--- config.mk ---
export PLATFORM = sky130hd
export DESIGN_NAME = postfix_expression_evaluator_unit
export DESIGN_NICKNAME = d
export VERILOG_FILES = /design/src/hdl/pfx_pkg.sv /design/src/hdl/postfix_expression_evaluator_unit.sv /design/src/hdl/pfx_ram.sv /design/src/hdl/pfx_alu.sv
export SDC_FILE = /design/constraint.sdc
export NUM_CORES = 1
export LEC_CHECK = 0
export ABC_AREA = 1
export ABC_CLOCK_PERIOD_IN_PS = 4600
export BUFFER_PORTS_ARGS = -buffer_cell sky130_fd_sc_hd__buf_2
export CORE_UTILIZATION = 40
export DETAILED_ROUTE_END_ITERATION = 7
export PLACE_DENSITY = 0.58
export SETUP_SLACK_MARGIN = 0.3
export SYNTH_ARGS = -nofsm -noshare
export SYNTH_HDL_FRONTEND = slang
export SYNTH_SLANG_ARGS = --single-unit
--- constraint.sdc ---
create_clock -name clk -period 4.6 [get_ports clk]
set_input_delay 0.46 -clock clk [delete_from_list [all_inputs] [get_ports clk]]
set_output_delay 0.46 -clock clk [all_outputs]
set_load 0.02 [all_outputs]
--- src/hdl/pfx_pkg.sv ---
// ----------------------------------------------------------------------------
// pfx_pkg: shared definitions for the postfix expression evaluator
// Holds the stack and data sizes, the character codes, the arithmetic
// operation codes and the request and status bundles of the shared ALU.
// ----------------------------------------------------------------------------
package pfx_pkg;

  // Operand stack geometry and arithmetic width.
  localparam int STACK_DEPTH = 16;
  localparam int DATA_WIDTH  = 32;
  localparam int STACK_AW    = $clog2(STACK_DEPTH);
  localparam int COUNT_W     = $clog2(STACK_DEPTH + 1);
  localparam int STEP_W      = $clog2(DATA_WIDTH);

  // Result value width on the output stream.
  localparam int VALUE_W = 32;

  // Character codes of the expression alphabet.
  localparam logic [7:0] SYM_ZERO  = 8'h30;
  localparam logic [7:0] SYM_NINE  = 8'h39;
  localparam logic [7:0] SYM_MINUS = 8'h2d;
  localparam logic [7:0] SYM_PLUS  = 8'h2b;
  localparam logic [7:0] SYM_TIMES = 8'h2a;
  localparam logic [7:0] SYM_SLASH = 8'h2f;

  // Operations of the shared arithmetic unit.
  typedef enum logic [1:0] {
    OP_ADD = 2'd0,
    OP_SUB = 2'd1,
    OP_MUL = 2'd2,
    OP_DIV = 2'd3
  } alu_op_t;

  // Request from the sequencer to the arithmetic unit.
  typedef struct packed {
    logic    start;
    alu_op_t op;
  } alu_req_t;

  // Status from the arithmetic unit back to the sequencer.
  typedef struct packed {
    logic done;
    logic div0;
  } alu_status_t;

endpackage

--- src/hdl/postfix_expression_evaluator_unit.sv ---
// ----------------------------------------------------------------------------
// postfix_expression_evaluator_unit: stack-based postfix expression evaluator
// Evaluates one postfix expression per frame and returns its value and flags.
// ----------------------------------------------------------------------------
// Feed one ASCII character per transaction on the slave stream, tlast on the
// final character. Digits push their value, the operators - + * / pop two
// operands and push the result (wrapping arithmetic, division truncates toward
// zero, a zero divisor gives 0). Other characters are ignored. After the final
// character the top of the stack (-1 if empty) goes out on the master stream
// with sticky underflow, overflow and divide-by-zero flags, and the stack is
// cleared. One character is taken at a time: the next is accepted only once
// the previous one is done. Multiply and divide run bit-serially in the shared
// ALU, and after the final character come the last pop and the result handoff.
// The stack lives in a RAM with registered read, so every pop has a read state
// and a latch state.
// ----------------------------------------------------------------------------
module postfix_expression_evaluator_unit
  import pfx_pkg::*;
(
  input  logic         clk,
  input  logic         rst,
  input  logic         s_tvalid,
  output logic         s_tready,
  input  logic [7:0]   s_tdata,   // [7:0] symbol
  input  logic         s_tlast,   // last character of the expression
  output logic         m_tvalid,
  input  logic         m_tready,
  output logic [31:0]  m_tdata,   // [31:0] value
  output logic [2:0]   m_tuser    // [0] underflow, [1] overflow, [2] divide_by_zero
);

  typedef enum logic [9:0] {
    S_IDLE  = 10'b0000000001,
    S_EXEC  = 10'b0000000010,
    S_RD_R  = 10'b0000000100,
    S_LAT_R = 10'b0000001000,
    S_RD_L  = 10'b0000010000,
    S_LAT_L = 10'b0000100000,
    S_WAIT  = 10'b0001000000,
    S_RD_F  = 10'b0010000000,
    S_LAT_F = 10'b0100000000,
    S_EMIT  = 10'b1000000000
  } seq_state_t;

  seq_state_t            state;
  logic [7:0]            sym;
  logic                  last;
  logic [COUNT_W-1:0]    count;
  logic                  flag_under;
  logic                  flag_over;
  logic                  flag_div0;
  logic                  pop_empty;
  logic [DATA_WIDTH-1:0] rhs;

  logic                  is_digit;
  logic                  is_op;
  logic                  full;
  logic [COUNT_W-1:0]    count_dec;
  logic [DATA_WIDTH-1:0] pop_data;
  alu_op_t               op;
  alu_req_t              alu_req;
  alu_status_t           alu_status;
  logic [DATA_WIDTH-1:0] alu_result;

  logic                  ram_we;
  logic [STACK_AW-1:0]   ram_waddr;
  logic [DATA_WIDTH-1:0] ram_wdata;
  logic [DATA_WIDTH-1:0] ram_rdata;

  // Character decode.
  assign is_digit = (sym >= SYM_ZERO) && (sym <= SYM_NINE);
  assign is_op    = (sym == SYM_MINUS) || (sym == SYM_PLUS) ||
                    (sym == SYM_TIMES) || (sym == SYM_SLASH);

  always_comb begin
    case (sym)
      SYM_MINUS: op = OP_SUB;
      SYM_PLUS:  op = OP_ADD;
      SYM_TIMES: op = OP_MUL;
      default:   op = OP_DIV;
    endcase
  end

  assign full      = (count == COUNT_W'(STACK_DEPTH));
  assign count_dec = count - 1'b1;
  assign pop_data  = pop_empty ? '1 : ram_rdata;
  assign s_tready  = (state == S_IDLE);

  // Stack write port: digits in decode, operator results when the ALU is done.
  always_comb begin
    ram_we    = 1'b0;
    ram_waddr = count[STACK_AW-1:0];
    ram_wdata = alu_result;
    if (state == S_EXEC && is_digit && !full) begin
      ram_we    = 1'b1;
      ram_wdata = DATA_WIDTH'(sym[3:0]);
    end else if (state == S_WAIT && alu_status.done) begin
      ram_we = 1'b1;
    end
  end

  // Operands go to the ALU as soon as the left one comes out of the RAM.
  assign alu_req.start = (state == S_LAT_L);
  assign alu_req.op    = op;

  pfx_ram #(
    .WIDTH (DATA_WIDTH),
    .DEPTH (STACK_DEPTH)
  ) u_stack (
    .clk   (clk),
    .we    (ram_we),
    .waddr (ram_waddr),
    .wdata (ram_wdata),
    .raddr (count_dec[STACK_AW-1:0]),
    .rdata (ram_rdata)
  );

  pfx_alu u_alu (
    .clk    (clk),
    .rst    (rst),
    .req    (alu_req),
    .a      (pop_data),
    .b      (rhs),
    .status (alu_status),
    .result (alu_result)
  );

  // Sequencer.
  always_ff @(posedge clk) begin
    if (rst) begin
      state      <= S_IDLE;
      count      <= '0;
      flag_under <= 1'b0;
      flag_over  <= 1'b0;
      flag_div0  <= 1'b0;
      m_tvalid   <= 1'b0;
    end else begin
      // The emit state handles the output register itself.
      if (m_tvalid && m_tready && state != S_EMIT) begin
        m_tvalid <= 1'b0;
      end
      case (state)
        S_IDLE: begin
          if (s_tvalid) begin
            sym   <= s_tdata;
            last  <= s_tlast;
            state <= S_EXEC;
          end
        end
        S_EXEC: begin
          if (is_op) begin
            state <= S_RD_R;
          end else begin
            if (is_digit) begin
              if (full) begin
                flag_over <= 1'b1;
              end else begin
                count <= count + 1'b1;
              end
            end
            state <= last ? S_RD_F : S_IDLE;
          end
        end
        S_RD_R, S_RD_L, S_RD_F: begin
          // Pop: the RAM read of the top entry is issued this cycle.
          if (count == '0) begin
            flag_under <= 1'b1;
            pop_empty  <= 1'b1;
          end else begin
            count     <= count_dec;
            pop_empty <= 1'b0;
          end
          case (state)
            S_RD_R:  state <= S_LAT_R;
            S_RD_L:  state <= S_LAT_L;
            default: state <= S_LAT_F;
          endcase
        end
        S_LAT_R: begin
          rhs   <= pop_data;
          state <= S_RD_L;
        end
        S_LAT_L: begin
          state <= S_WAIT;
        end
        S_WAIT: begin
          if (alu_status.done) begin
            count <= count + 1'b1;
            if (alu_status.div0) begin
              flag_div0 <= 1'b1;
            end
            state <= last ? S_RD_F : S_IDLE;
          end
        end
        S_LAT_F: begin
          rhs   <= pop_data;
          state <= S_EMIT;
        end
        S_EMIT: begin
          // Hand the result over once the output register is free.
          if (!m_tvalid || m_tready) begin
            m_tvalid   <= 1'b1;
            m_tdata    <= VALUE_W'(rhs);
            m_tuser    <= {flag_div0, flag_over, flag_under};
            count      <= '0;
            flag_under <= 1'b0;
            flag_over  <= 1'b0;
            flag_div0  <= 1'b0;
            state      <= S_IDLE;
          end
        end
        default: begin
          state <= S_IDLE;
        end
      endcase
    end
  end

endmodule

--- src/hdl/pfx_ram.sv ---
// ----------------------------------------------------------------------------
// pfx_ram: generic single-port-write, single-port-read RAM
// One write and one read per cycle; the read data is registered.
// ----------------------------------------------------------------------------
module pfx_ram #(
  parameter int WIDTH = 32,
  parameter int DEPTH = 16
) (
  input  logic                     clk,
  input  logic                     we,
  input  logic [$clog2(DEPTH)-1:0] waddr,
  input  logic [WIDTH-1:0]         wdata,
  input  logic [$clog2(DEPTH)-1:0] raddr,
  output logic [WIDTH-1:0]         rdata
);

  logic [WIDTH-1:0] mem [DEPTH];

  // Write port and registered read port.
  always_ff @(posedge clk) begin
    if (we) begin
      mem[waddr] <= wdata;
    end
    rdata <= mem[raddr];
  end

endmodule

--- src/hdl/pfx_alu.sv ---
// ----------------------------------------------------------------------------
// pfx_alu: shared iterative arithmetic unit
// Add and subtract finish in one step; multiply is shift-and-add and divide
// is restoring division on magnitudes, one bit per cycle.
// ----------------------------------------------------------------------------
module pfx_alu
  import pfx_pkg::*;
(
  input  logic                  clk,
  input  logic                  rst,
  input  alu_req_t              req,
  input  logic [DATA_WIDTH-1:0] a,
  input  logic [DATA_WIDTH-1:0] b,
  output alu_status_t           status,
  output logic [DATA_WIDTH-1:0] result
);

  typedef enum logic [3:0] {
    A_IDLE = 4'b0001,
    A_MUL  = 4'b0010,
    A_DIV  = 4'b0100,
    A_DONE = 4'b1000
  } alu_state_t;

  alu_state_t            state;
  logic [DATA_WIDTH-1:0] acc;
  logic [DATA_WIDTH-1:0] opnd;
  logic [DATA_WIDTH-1:0] shreg;
  logic [STEP_W-1:0]     step;
  logic                  negate;
  logic                  div0;

  logic [DATA_WIDTH-1:0] mag_a;
  logic [DATA_WIDTH-1:0] mag_b;
  logic [DATA_WIDTH:0]   rem_sh;
  logic [DATA_WIDTH:0]   diff;
  logic [DATA_WIDTH-1:0] mul_next;
  logic [DATA_WIDTH-1:0] quot_next;

  // Operand magnitudes for division.
  assign mag_a = a[DATA_WIDTH-1] ? (~a + 1'b1) : a;
  assign mag_b = b[DATA_WIDTH-1] ? (~b + 1'b1) : b;

  // One step of each iteration.
  assign mul_next  = acc + (shreg[0] ? opnd : '0);
  assign rem_sh    = {acc, shreg[DATA_WIDTH-1]};
  assign diff      = rem_sh - {1'b0, opnd};
  assign quot_next = {shreg[DATA_WIDTH-2:0], ~diff[DATA_WIDTH]};

  assign status.done = (state == A_DONE);
  assign status.div0 = div0;

  // Sequencing of the iterations.
  always_ff @(posedge clk) begin
    if (rst) begin
      state <= A_IDLE;
      div0  <= 1'b0;
    end else begin
      case (state)
        A_IDLE: begin
          if (req.start) begin
            div0 <= 1'b0;
            case (req.op)
              OP_ADD: begin
                result <= a + b;
                state  <= A_DONE;
              end
              OP_SUB: begin
                result <= a - b;
                state  <= A_DONE;
              end
              OP_MUL: begin
                acc   <= '0;
                opnd  <= a;
                shreg <= b;
                step  <= STEP_W'(DATA_WIDTH - 1);
                state <= A_MUL;
              end
              default: begin
                if (b == '0) begin
                  result <= '0;
                  div0   <= 1'b1;
                  state  <= A_DONE;
                end else begin
                  acc    <= '0;
                  opnd   <= mag_b;
                  shreg  <= mag_a;
                  negate <= a[DATA_WIDTH-1] ^ b[DATA_WIDTH-1];
                  step   <= STEP_W'(DATA_WIDTH - 1);
                  state  <= A_DIV;
                end
              end
            endcase
          end
        end
        A_MUL: begin
          acc   <= mul_next;
          opnd  <= {opnd[DATA_WIDTH-2:0], 1'b0};
          shreg <= {1'b0, shreg[DATA_WIDTH-1:1]};
          step  <= step - 1'b1;
          if (step == '0) begin
            result <= mul_next;
            state  <= A_DONE;
          end
        end
        A_DIV: begin
          // Keep the remainder only when the trial subtraction holds.
          if (!diff[DATA_WIDTH]) begin
            acc <= diff[DATA_WIDTH-1:0];
          end else begin
            acc <= rem_sh[DATA_WIDTH-1:0];
          end
          shreg <= quot_next;
          step  <= step - 1'b1;
          if (step == '0) begin
            result <= negate ? (~quot_next + 1'b1) : quot_next;
            state  <= A_DONE;
          end
        end
        A_DONE: begin
          state <= A_IDLE;
        end
        default: begin
          state <= A_IDLE;
        end
      endcase
    end
  end

endmodule
**Word-level counts from Yosys, hierarchy flattened**

Memories as Yosys holds them, arrays and structs flattened. A register that Yosys moved wholly into a read port is not among the register bits.
Cells that the tools add are included.

- Output and inout bits: 37
- Memory bits (writable): 512
- Input port bits: 13
- Memories: 1
- Register bits: 235
- Word-level logic and storage cells: 194

Memory list:

| name | words | width | rd ports | clocked after memory_dff | write ports | RTL line | text |
|---|---|---|---|---|---|---|---|
| u_stack.mem | 16 | 32 | 1 | 1 | 1 | pfx_ram.sv:17 | `logic [WIDTH-1:0] mem [DEPTH];` |

- Reduce and logical (&&, ||, !) cells: 44
- Order comparisons: 2
- Equality and inequality tests: 40
- Muxes and demuxes: 69
- Bitwise logic cells: 8
- Add/sub/neg operators: 10

Operator list:

| kind | count |
|---|---|
| two-way mux 32 bit | 17 |
| case mux 32 bit (3 select lines) | 4 |
| case mux 32 bit (2 select lines) | 4 |
| adder 32 x 1 -> 32 bit, second input constant | 3 |
| inverter 32 bit | 3 |
| case mux 10 bit (8 select lines) | 1 |
| adder 32 bit | 2 |
| two-way mux 5 bit | 8 |
| subtractor 33 x 32 -> 33 bit | 1 |
| equality test 8 x 6 -> 1 bit, second input constant | 4 |
| logical NOT 32 bit | 1 |
| subtractor 32 bit | 1 |
| two-way mux 10 bit | 3 |
| AND reduction 5 bit | 5 |
| inequality test 2 bit, second input constant | 12 |
| case mux 5 bit (2 select lines) | 2 |
| case mux 5 bit (4 select lines) | 1 |
| case mux 9 bit (2 select lines) | 1 |
| two-way mux 1 bit | 17 |
| two-way mux 8 bit | 2 |
| case mux 4 bit (2 select lines) | 2 |
| AND reduction 7 bit | 2 |
| two-way mux 4 bit | 3 |
| AND reduction 3 bit | 4 |
| other kinds (41) | 70 |

**Depth between registers and ports, before layout**

Gate-level depths: netlist (run 1).

- Word-level depth: 8
- Depth in mapped cells: 26
- Gate-level depth less buffers: 25

**Modules after synthesis**

From an unflattened synthesis (run 1), not the netlist that was laid out.

- Cell total of the unflattened synthesis: 4,919
- Area, all modules: 42,673.4 µm²

Modules (own cells, without submodules):

| module | instances | area an instance (µm²) | cells each | sequential area each (µm²) |
|---|---|---|---|---|
| pfx_ram | 1 | 22,744.3 | 2,120 | 16,015.4 |
| pfx_alu | 1 | 15,691.3 | 2,394 | 4,124.0 |
| postfix_expression_evaluator_unit | 1 | 4,237.8 | 405 | 2,692.6 |

**Worst setup path after synthesis (run 1)**

No wires, ideal clock.

- Kind: register to register
- Start point: register sym[7]
- End point: register u_alu.acc[0] (enable)
- Data required time: 4,113 ps
- Arrival: 4,196 ps
- Setup time: 487 ps
- Path buffers: 2
- Period minus slack after synthesis: 4,683 ps
- Path slack: -83 ps
- Stages on the path, launching flop included: 10
- Cells stage by stage: edfxtp_1 -> nor2_1 -> nand2_1 -> nor2_1 -> nand4_1 -> clkbuf_1 -> clkbuf_1 -> nand3_1 -> inv_1 -> nor2_1

- Cells in the longest elaborated chain, start to end: 6
- Elaborated cells between the ends (all ways): 11
- Classes of those cells: eq/ne (7); mux (1); reduce/logical (3)

Ends and longest elaborated chain:

| item | RTL line | text |
|---|---|---|
| start: declaration | postfix_expression_evaluator_unit.sv:46 | `logic [7:0] sym;` |
| start signal: assignment | postfix_expression_evaluator_unit.sv:145 | `sym <= s_tdata;` |
| equality test 8 x 6 -> 1 bit | postfix_expression_evaluator_unit.sv:76 | `case (sym)` |
| case mux 2 bit (3 select lines) (*) | postfix_expression_evaluator_unit.sv:76 |  |
| equality test 2 x 1 -> 1 bit or logical NOT 2 bit (tied branches) | pfx_alu.sv:63 | `case (req.op)` |
| OR reduction 2 bit (no line) | -- |  |
| inequality test 2 bit (no line) | -- |  |
| AND reduction 5 bit (no line) (*) | -- |  |
| end signal: assignment | pfx_alu.sv:97 | `acc <= mul_next;` |
| end signal: assignment | pfx_alu.sv:109 | `acc <= diff[DATA_WIDTH-1:0];` |
| end signal: assignment | pfx_alu.sv:111 | `acc <= rem_sh[DATA_WIDTH-1:0];` |
| end: declaration | pfx_alu.sv:26 | `logic [DATA_WIDTH-1:0] acc;` |

Every way passes the cells marked *; elsewhere a longest branch is shown, timed or not.
A chain may end at the register's enable or synchronous reset.

**Worst setup path after layout (run 1)**

- Start point: register rhs[0]
- End point: register u_alu.result[31], data pin

- Cells in the longest elaborated chain, start to end: 4
- Elaborated cells between the ends (all ways): 5
- Classes of those cells: add/sub (2); mux (3)

Ends and longest elaborated chain:

| item | RTL line | text |
|---|---|---|
| start: declaration | postfix_expression_evaluator_unit.sv:53 | `logic [DATA_WIDTH-1:0] rhs;` |
| start signal: assignment | postfix_expression_evaluator_unit.sv:180 | `rhs <= pop_data;` |
| start signal: assignment | postfix_expression_evaluator_unit.sv:196 | `rhs <= pop_data;` |
| subtractor 32 bit or adder 32 bit (tied branches) | pfx_alu.sv:69, pfx_alu.sv:65 |  |
| case mux 32 bit (3 select lines) (*) | pfx_alu.sv:63 |  |
| two-way mux 32 bit (*) | pfx_alu.sv:61 | `if (req.start) begin` |
| case mux 32 bit (3 select lines) (*) | pfx_alu.sv:59 | `case (state)` |
| end signal: assignment | pfx_alu.sv:65 | `result <= a + b;` |
| end signal: assignment | pfx_alu.sv:69 | `result <= a - b;` |
| end signal: assignment | pfx_alu.sv:102 | `result <= mul_next;` |
| end: declaration | pfx_alu.sv:15 | `output logic [DATA_WIDTH-1:0] result` |

Every way passes the cells marked *; elsewhere a longest branch is shown, timed or not. The select of a mux whose other input is x is not followed.

==> results of run 1 <==
[path summary, 6_finish.rpt]
check | startpoint | to | slack (ps) | cells past startpoint
min | s_tvalid | state[1] | 80 | 3
min reg2reg | flag_under | m_tuser[0] | 440 | 0
max reg2reg | rhs[0] | u_alu.result[31] | 560 | 21
max | rhs[0] | u_alu.result[31] | 560 | 21
[registers in the layout (all words and copies together) (netlist names), 5 cells and up]
| signal | count |
|---|---|
| u_alu.step | 5 |
| sym | 8 |
| m_tdata | 32 |
| u_alu.result | 32 |
| u_stack.rdata | 32 |
| rhs | 32 |
| u_alu.acc | 32 |
| count | 5 |
| state | 10 |
| u_stack.mem | 512 |
| u_alu.opnd | 32 |
| u_alu.shreg | 32 |
[logic make-up (layout without fill, tap and decap cells)]
group	count (synthesis)	count (layout)	share of synthesized area, %
buf+inv	583	720	5.62
xor+xnor	67	67	1.46
other cells	0	1	0
mux	102	102	2.54
flops	779	779	56.7
simple gates	1553	1553	16.4
compound gates	938	938	13.9
fa+ha+maj	106	106	3.35
[cell type report]
type	instances	area (µm²)
well taps	1287	1610
repair buffers	151	1150
clock buffers	108	2330
clock inverters	52	666
diodes	1	2.50
fillers	9453	53400
multi-input cells	2766	15400
flip-flops and latches	779	22800
inverters	409	1540
[through the flow]
stage | hold WS, ps | util [%]
global route | 102 | 46.0
finish | 84.8 | 46.0
CTS | 54.0 | 46.0
floorplan | 409 | -
global placement | 426 | 42.9
detailed placement | 431 | 42.9
[power breakdown]
group          switching [mW]  internal, mW
sequential              0.383          8.48
clock                    2.97          4.35
combinational            4.67          2.00
[layout by cell type (no fill, tap or decap), types with 11 or more instances in the layout]
| cell | n |
|---|---|
| edfxtp_1 | 723 |
| nand2_1 | 642 |
| nor2_1 | 477 |
| o21ai_0 | 411 |
| inv_1 | 397 |
| nand3_1 | 214 |
| a21oi_1 | 187 |
| o221ai_1 | 114 |
| ha_1 | 102 |
| mux2i_1 | 100 |
| clkbuf_16 | 88 |
| buf_4 | 85 |
| nand4_1 | 55 |
| dfxtp_1 | 55 |
| nor3_1 | 53 |
| buf_2 | 49 |
| xor2_1 | 43 |
| o211ai_1 | 43 |
| o22ai_1 | 40 |
| o21ai_1 | 32 |
| nor2_4 | 23 |
| o32ai_1 | 23 |
| xnor2_1 | 22 |
| clkinv_2 | 21 |
| o21bai_1 | 19 |
| or2_2 | 19 |
| nor2_2 | 17 |
| a31oi_1 | 17 |
| clkbuf_1 | 15 |
| a21o_1 | 14 |
| bufinv_16 | 13 |
| nand3b_1 | 11 |
[worst max-delay path: cells and delay by family (launching register included)]
| family | cells | cell delay [ps] |
|---|---|---|
| AO/OA/AOI/OAI | 5 | 1060 |
| adder cells (fa/ha/maj) | 2 | 560 |
| buffers and inverters | 2 | 210 |
| flip-flops | 1 | 430 |
| AND/OR/NAND/NOR | 12 | 1520 |
[routing by layer]
| layer | vias up | routed length, µm | GRT usage, % |
|---|---|---|---|
| met3 | 226 | 9420 | 3.49 |
| met2 | 1194 | 63100 | 42.4 |
| met1 | 15400 | 58200 | 36.0 |
| li1 | 14900 | - | - |
| met5 | - | 0 | 0 |
| met4 | 0 | 4580 | 8.74 |
[what timing repair did]
action                                 CTS  global route
gates resized for setup                  0            18
endpoints found under the hold margin    7             0
setup endpoints to repair                0            15
hold buffers                             7             0
==> flow_metrics.py, run 1 <==
metrics = {
    "synth": {
        "yosys-top-cells-area": "edfxtp_1, nand2_1, o21ai_0, nor2_1, inv_1",
        "yosysTopAreaCellShare_pct": 54.0,
        "synth_top_cell_by_area": "edfxtp_1",
        "syn-cell-area_mm2": 0.0402,
        "synth-main-ff-cell": "edfxtp_1",
        "synth_common_cells": "edfxtp_1, nand2_1, nor2_1, o21ai_0, inv_1",
        "avgSynthCellArea_um2": 9.75,
        "ys_seq_elements": 779,
        "synth_async_sr_flop_share_pct": 0,
        "yosysUniqueCellTypes": 61,
        "yosysWarnings": 0,
        "syn_inst": 4128,
        "post-synth-top-count-cell": "edfxtp_1",
        "syn_nets": 4247,
        "synth_edf_count": 723,
        "yosysSeqAreaShare_pct": 56.7,
    },
    "finish": {
        "stdcell_count": 5553,
        "finalInstanceArea_mm2": 0.0455,
        "drive_gt1_share_pct": 9.17,
        "nets": 4312,
        "area_growth_pct": 13.2,
    },
    "grt": {
        "grt_usage_pct": 26.1,
        "grt_max_degree": 138,
        "grt_pass1_vias": 30400,
        "grt_first_pass_wirelength_um": 200000,
        "antenna_found_initial": 0,
        "globalRouteOverflowTotal": 0,
    },
    "route": {
        "wl_per_cell_um": 24.4,
        "ant_nets": 0,
        "vias": 31700,
        "first_iter_violations": 3102,
        "firstDrtPassIters": 6,
        "vias_per_cell": 5.71,
        "drc_errors": 0,
        "drt_wl_total_um": 135000,
    },
    "sta": {
        "setup_ws_ps": 565,
        "hold_viol": 0,
        "rsz0062_at_grt": "yes",
        "worstMarginPinSlew_ps": 1250,
        "setup-violations-final": 0,
        "tns_ps": 0,
        "post-route-period-util_pct": 87.7,
        "fin_skew_ps": 31.5,
        "slew_viol_final": 0,
        "min_period_ps": 4040,
        "slew_headroom_pct": 16.2,
        "maxClockFrequency_mhz": 248,
    },
    "critical_path": {
        "endpoint_kind": "register",
        "crit_path_frequent_cell": "nand2_1",
        "critPathKind": "reg2reg",
        "worstPathArrival_ps": 4450,
        "start_kind": "register",
        "critPathSlowestCell": "edfxtp_1",
        "crit_fanout": 5,
        "path_cells": "inv_1, ha_1, nand3_1, nor2_2, nand4_1, nor2_2, nand2_1, nor2_1, nor2_1, o31ai_1, ha_1, a21oi_1, o21ai_0, a21oi_1, nand2_1, a21oi_1, nand3_1, nand3_1, nand2_1, inv_1, nand2_1",
        "worst_ep_required_time_ps": 5020,
        "cp_slowest_stage_delay_ps": 430,
    },
    "power_and_ir_drop": {
        "p_per_area_mw_per_mm2": 501,
        "peakVddDrop_mv": 0.320,
        "p_leak_nw": 16.9,
        "total_power_mw": 22.8,
    },
    "clock_tree": {
        "clk_transition_reported_paths_ps": 70,
        "postCtsSetupBuffers": 0,
        "cts_made_buffers": 86,
        "root_buffer": "clkbuf_16",
        "tritoncts": "done",
        "clock_sinks": 779,
        "cts_max_level": 3,
        "clk_path_buf_depth": 3,
        "clk_latency_ps": 670,
    },
    "floorplanning": {
        "die_w_um": 319,
        "core_mm2": 0.0990,
        "ioPinCount": 50,
        "num_rows": 115,
        "start_util_pct": 40.6,
        "chipHeight_um": 319,
        "die_area_mm2": 0.102,
    },
    "placement": {
        "io_buffer_count": 49,
        "place_ws_ps": 382,
        "place.detailed.hpwl_um": 94100,
        "routabilityCongestion": 0.942,
        "place_area_mm2": 0.0424,
        "dpl.cell_count": 5385,
    },
    "min_path": {
        "hold_class": "in2reg",
    },
    "run_status": {
        "status": "finished, final reports clean",
    },
    "flow_run": {
        "cap_viol_max_count": 0,
    },
}
Note: power is estimated with default switching activity, not from simulation.
==> run 2, diff against run 1 <==
--- a/config.mk
+++ b/config.mk
@@ -8,6 +8,7 @@
 export ABC_AREA = 1
 export ABC_CLOCK_PERIOD_IN_PS = 4600
 export BUFFER_PORTS_ARGS = -buffer_cell sky130_fd_sc_hd__buf_2
+export CORE_MARGIN = 2
 export CORE_UTILIZATION = 40
 export DETAILED_ROUTE_END_ITERATION = 7
 export PLACE_DENSITY = 0.58
==> flow_metrics.py, run 2 (same netlist as run 1, synthesis figures left out) <==
metrics = {
    "floorplanning": {
        "chipHeight_um": 321,
        "die_w_um": 321,
        "die_area_mm2": 0.103,
        "core_mm2": 0.0999,
        "num_rows": 116,
        "ioPinCount": 50,
        "start_util_pct": 40.3,
    },
    "placement": {
        "routabilityCongestion": 1.00,
        "place.detailed.hpwl_um": 89600,
        "place_area_mm2": 0.0424,
        "io_buffer_count": 49,
    },
    "critical_path": {
        "crit_path_frequent_cell": "o21ai_0",
        "crit_start": "rhs[1]",
        "worst_ep_required_time_ps": 4980,
        "critPathSlowestCell": "edfxtp_1",
        "crit_cells": 19,
        "crit_family": "simple AND/OR/NAND/NOR gates",
        "reg2regPathDepth": 19,
        "cp_slowest_stage_delay_ps": 420,
        "critPathKind": "reg2reg",
        "worstPathArrival_ps": 4460,
        "crit_fanout": 5,
        "path_cells": "inv_1, ha_1, nand3_1, nor2_2, nand4_1, nor2_2, nand2_1, xor2_1, nand2_1, o21ai_0, ha_1, inv_1, o21ai_0, a31oi_1, o21ai_0, a21oi_1, or2_2, nand3_1, nand4_1",
        "worst_r2r_endpoint": "u_alu.result[21]",
        "endpoint": "u_alu.result[21]",
        "crit_buf_inv": 2,
        "ff2ff_setup_slack_ps": 530,
        "endpoint_kind": "register",
        "r2r_start": "rhs[1]",
        "start_kind": "register",
    },
    "power_and_ir_drop": {
        "internal_power_mw": 14.4,
        "peakVddDrop_mv": 0.295,
        "netSwitchingFraction_pct": 35.5,
        "power.share.clock_pct": 30.6,
        "p_leak_nw": 16.8,
        "switchingPower_mw": 7.92,
        "pwr-share-comb_pct": 29.8,
        "p_per_area_mw_per_mm2": 493,
        "seqPwrFrac_pct": 39.6,
    },
    "grt": {
        "antenna_found_initial": 3,
        "grt_usage_pct": 24.9,
        "grt_first_pass_wirelength_um": 193000,
        "grt_pass1_vias": 29900,
        "grt_max_degree": 170,
        "globalRouteOverflowTotal": 0,
    },
    "route": {
        "ant_nets": 0,
        "vias_per_cell": 5.65,
        "drc_errors": 0,
        "dr_wl_met3_um": 8590,
        "vias": 31400,
        "dr.max_layer_used": "met4",
        "drt-met1-wl_um": 56200,
        "wl_per_cell_um": 23.5,
        "drt_wl_total_um": 130000,
        "firstDrtPassIters": 5,
        "first_iter_violations": 3273,
        "wl_met2_um": 61600,
    },
    "clock_tree": {
        "root_buffer": "clkbuf_16",
        "clk_path_buf_depth": 3,
        "clk_latency_ps": 670,
        "clk_transition_reported_paths_ps": 60,
        "cts_max_level": 3,
        "tritoncts": "done",
        "clock_sinks": 779,
        "cts_made_buffers": 83,
    },
    "sta": {
        "tns_ps": 0,
        "fin_skew_ps": 34.1,
        "maxClockFrequency_mhz": 245,
        "slew_viol_final": 0,
        "worstMarginPinSlew_ps": 1160,
        "slew_headroom_pct": 22.4,
        "min_period_ps": 4070,
        "whs_ps": 95.0,
        "hold_viol": 0,
        "setup-violations-final": 0,
        "rsz0062_at_grt": "yes",
        "post-route-period-util_pct": 88.6,
    },
    "flow_run": {
        "cap_viol_max_count": 0,
    },
    "finish": {
        "layout_common_cells": "edfxtp_1, nand2_1, nor2_1",
        "finalInstanceArea_mm2": 0.0453,
        "largest_register_ffs": 512,
        "final_common_cell": "edfxtp_1",
        "area_growth_pct": 12.6,
        "top_register": "u_stack.mem",
        "drive_gt1_share_pct": 8.60,
        "nets": 4303,
    },
    "run_status": {
        "status": "finished, final reports clean",
    },
    "min_path": {
        "hold_class": "in2reg",
    },
}
[run 2: cell types whose count changed in the layout (fill, tap and decap cells not counted), sizes merged]
cell         delta
dlygate4sd3     -2
inv             +1
clkbuf         +11
clkinv         -10
bufinv          -7
buf             -4
[run 2: timing repair]
item | CTS | global route
setup buffers | 0 | 1
hold buffers | 5 | 0
gates resized for setup | 0 | 16
hold endpoints to repair | 5 | 0
setup endpoints to repair | 0 | 14
[run 2: per-stage QoR]
stage	power (mW)	worst slack, ps	cells	utilization [%]
3_3_place_gp	15.5	444	5391	42.5
5_1_grt	23.4	220	5552	45.4
6_report	22.3	526	5553	45.4
3_5_place_dp	15.5	329	5391	42.5
2_1_floorplan	13.2	693	4128	-
4_1_cts	22.3	346	5551	45.3
[run 2: power groups by stage]
| stage | Combinational, mW | Sequential, mW | Clock [mW] |
|---|---|---|---|
| after CTS | 6.57 | 8.83 | 6.94 |
| after detailed placement | 6.53 | 8.98 | 0 |
| after global routing | 7.33 | 8.88 | 7.22 |
| after floorplan | 4.39 | 8.82 | 0 |
| after global placement | 6.54 | 8.97 | 0 |
| final | 6.66 | 8.84 | 6.83 |
[run 2: worst min path at each step]
stage / endpoint / from / cells after the start
after global routing: sym[3] / s_tdata[3] / 1
final: state[1] / s_tvalid / 3
after CTS: state[1] / s_tvalid / 3
after floorplan: m_tuser[0] / flag_under / 0
after global placement: m_tuser[0] / flag_under / 0
after detailed placement: m_tuser[0] / flag_under / 0
[run 2: routing by layer]
layer / track usage [%] / up-vias
met4: 7.38 / 0
li1: - / 14800
met5: 0 / -
met2: 41.3 / 1154
met3: 3.38 / 201
met1: 34.0 / 15200
[run 2: final cells by class]
class | instances | area (µm²)
Multi-Input combinational cell | 2766 | 15400
Sequential cell | 779 | 22800
Clock buffer | 119 | 2350
Timing Repair Buffer | 145 | 1130
Antenna cell | 1 | 2.50
Fill cell | 9508 | 54600
Inverter | 409 | 1540
Tap cell | 1298 | 1620
Clock inverter | 36 | 420
[run 2: worst register-to-register path, delay by kind of cell, from the launching register on]
family	cells	cell delay, ps
fa+ha+maj	2	580
flops	1	420
compound gates	5	960
xor+xnor	1	170
buf+inv	2	220
simple gates	9	1460
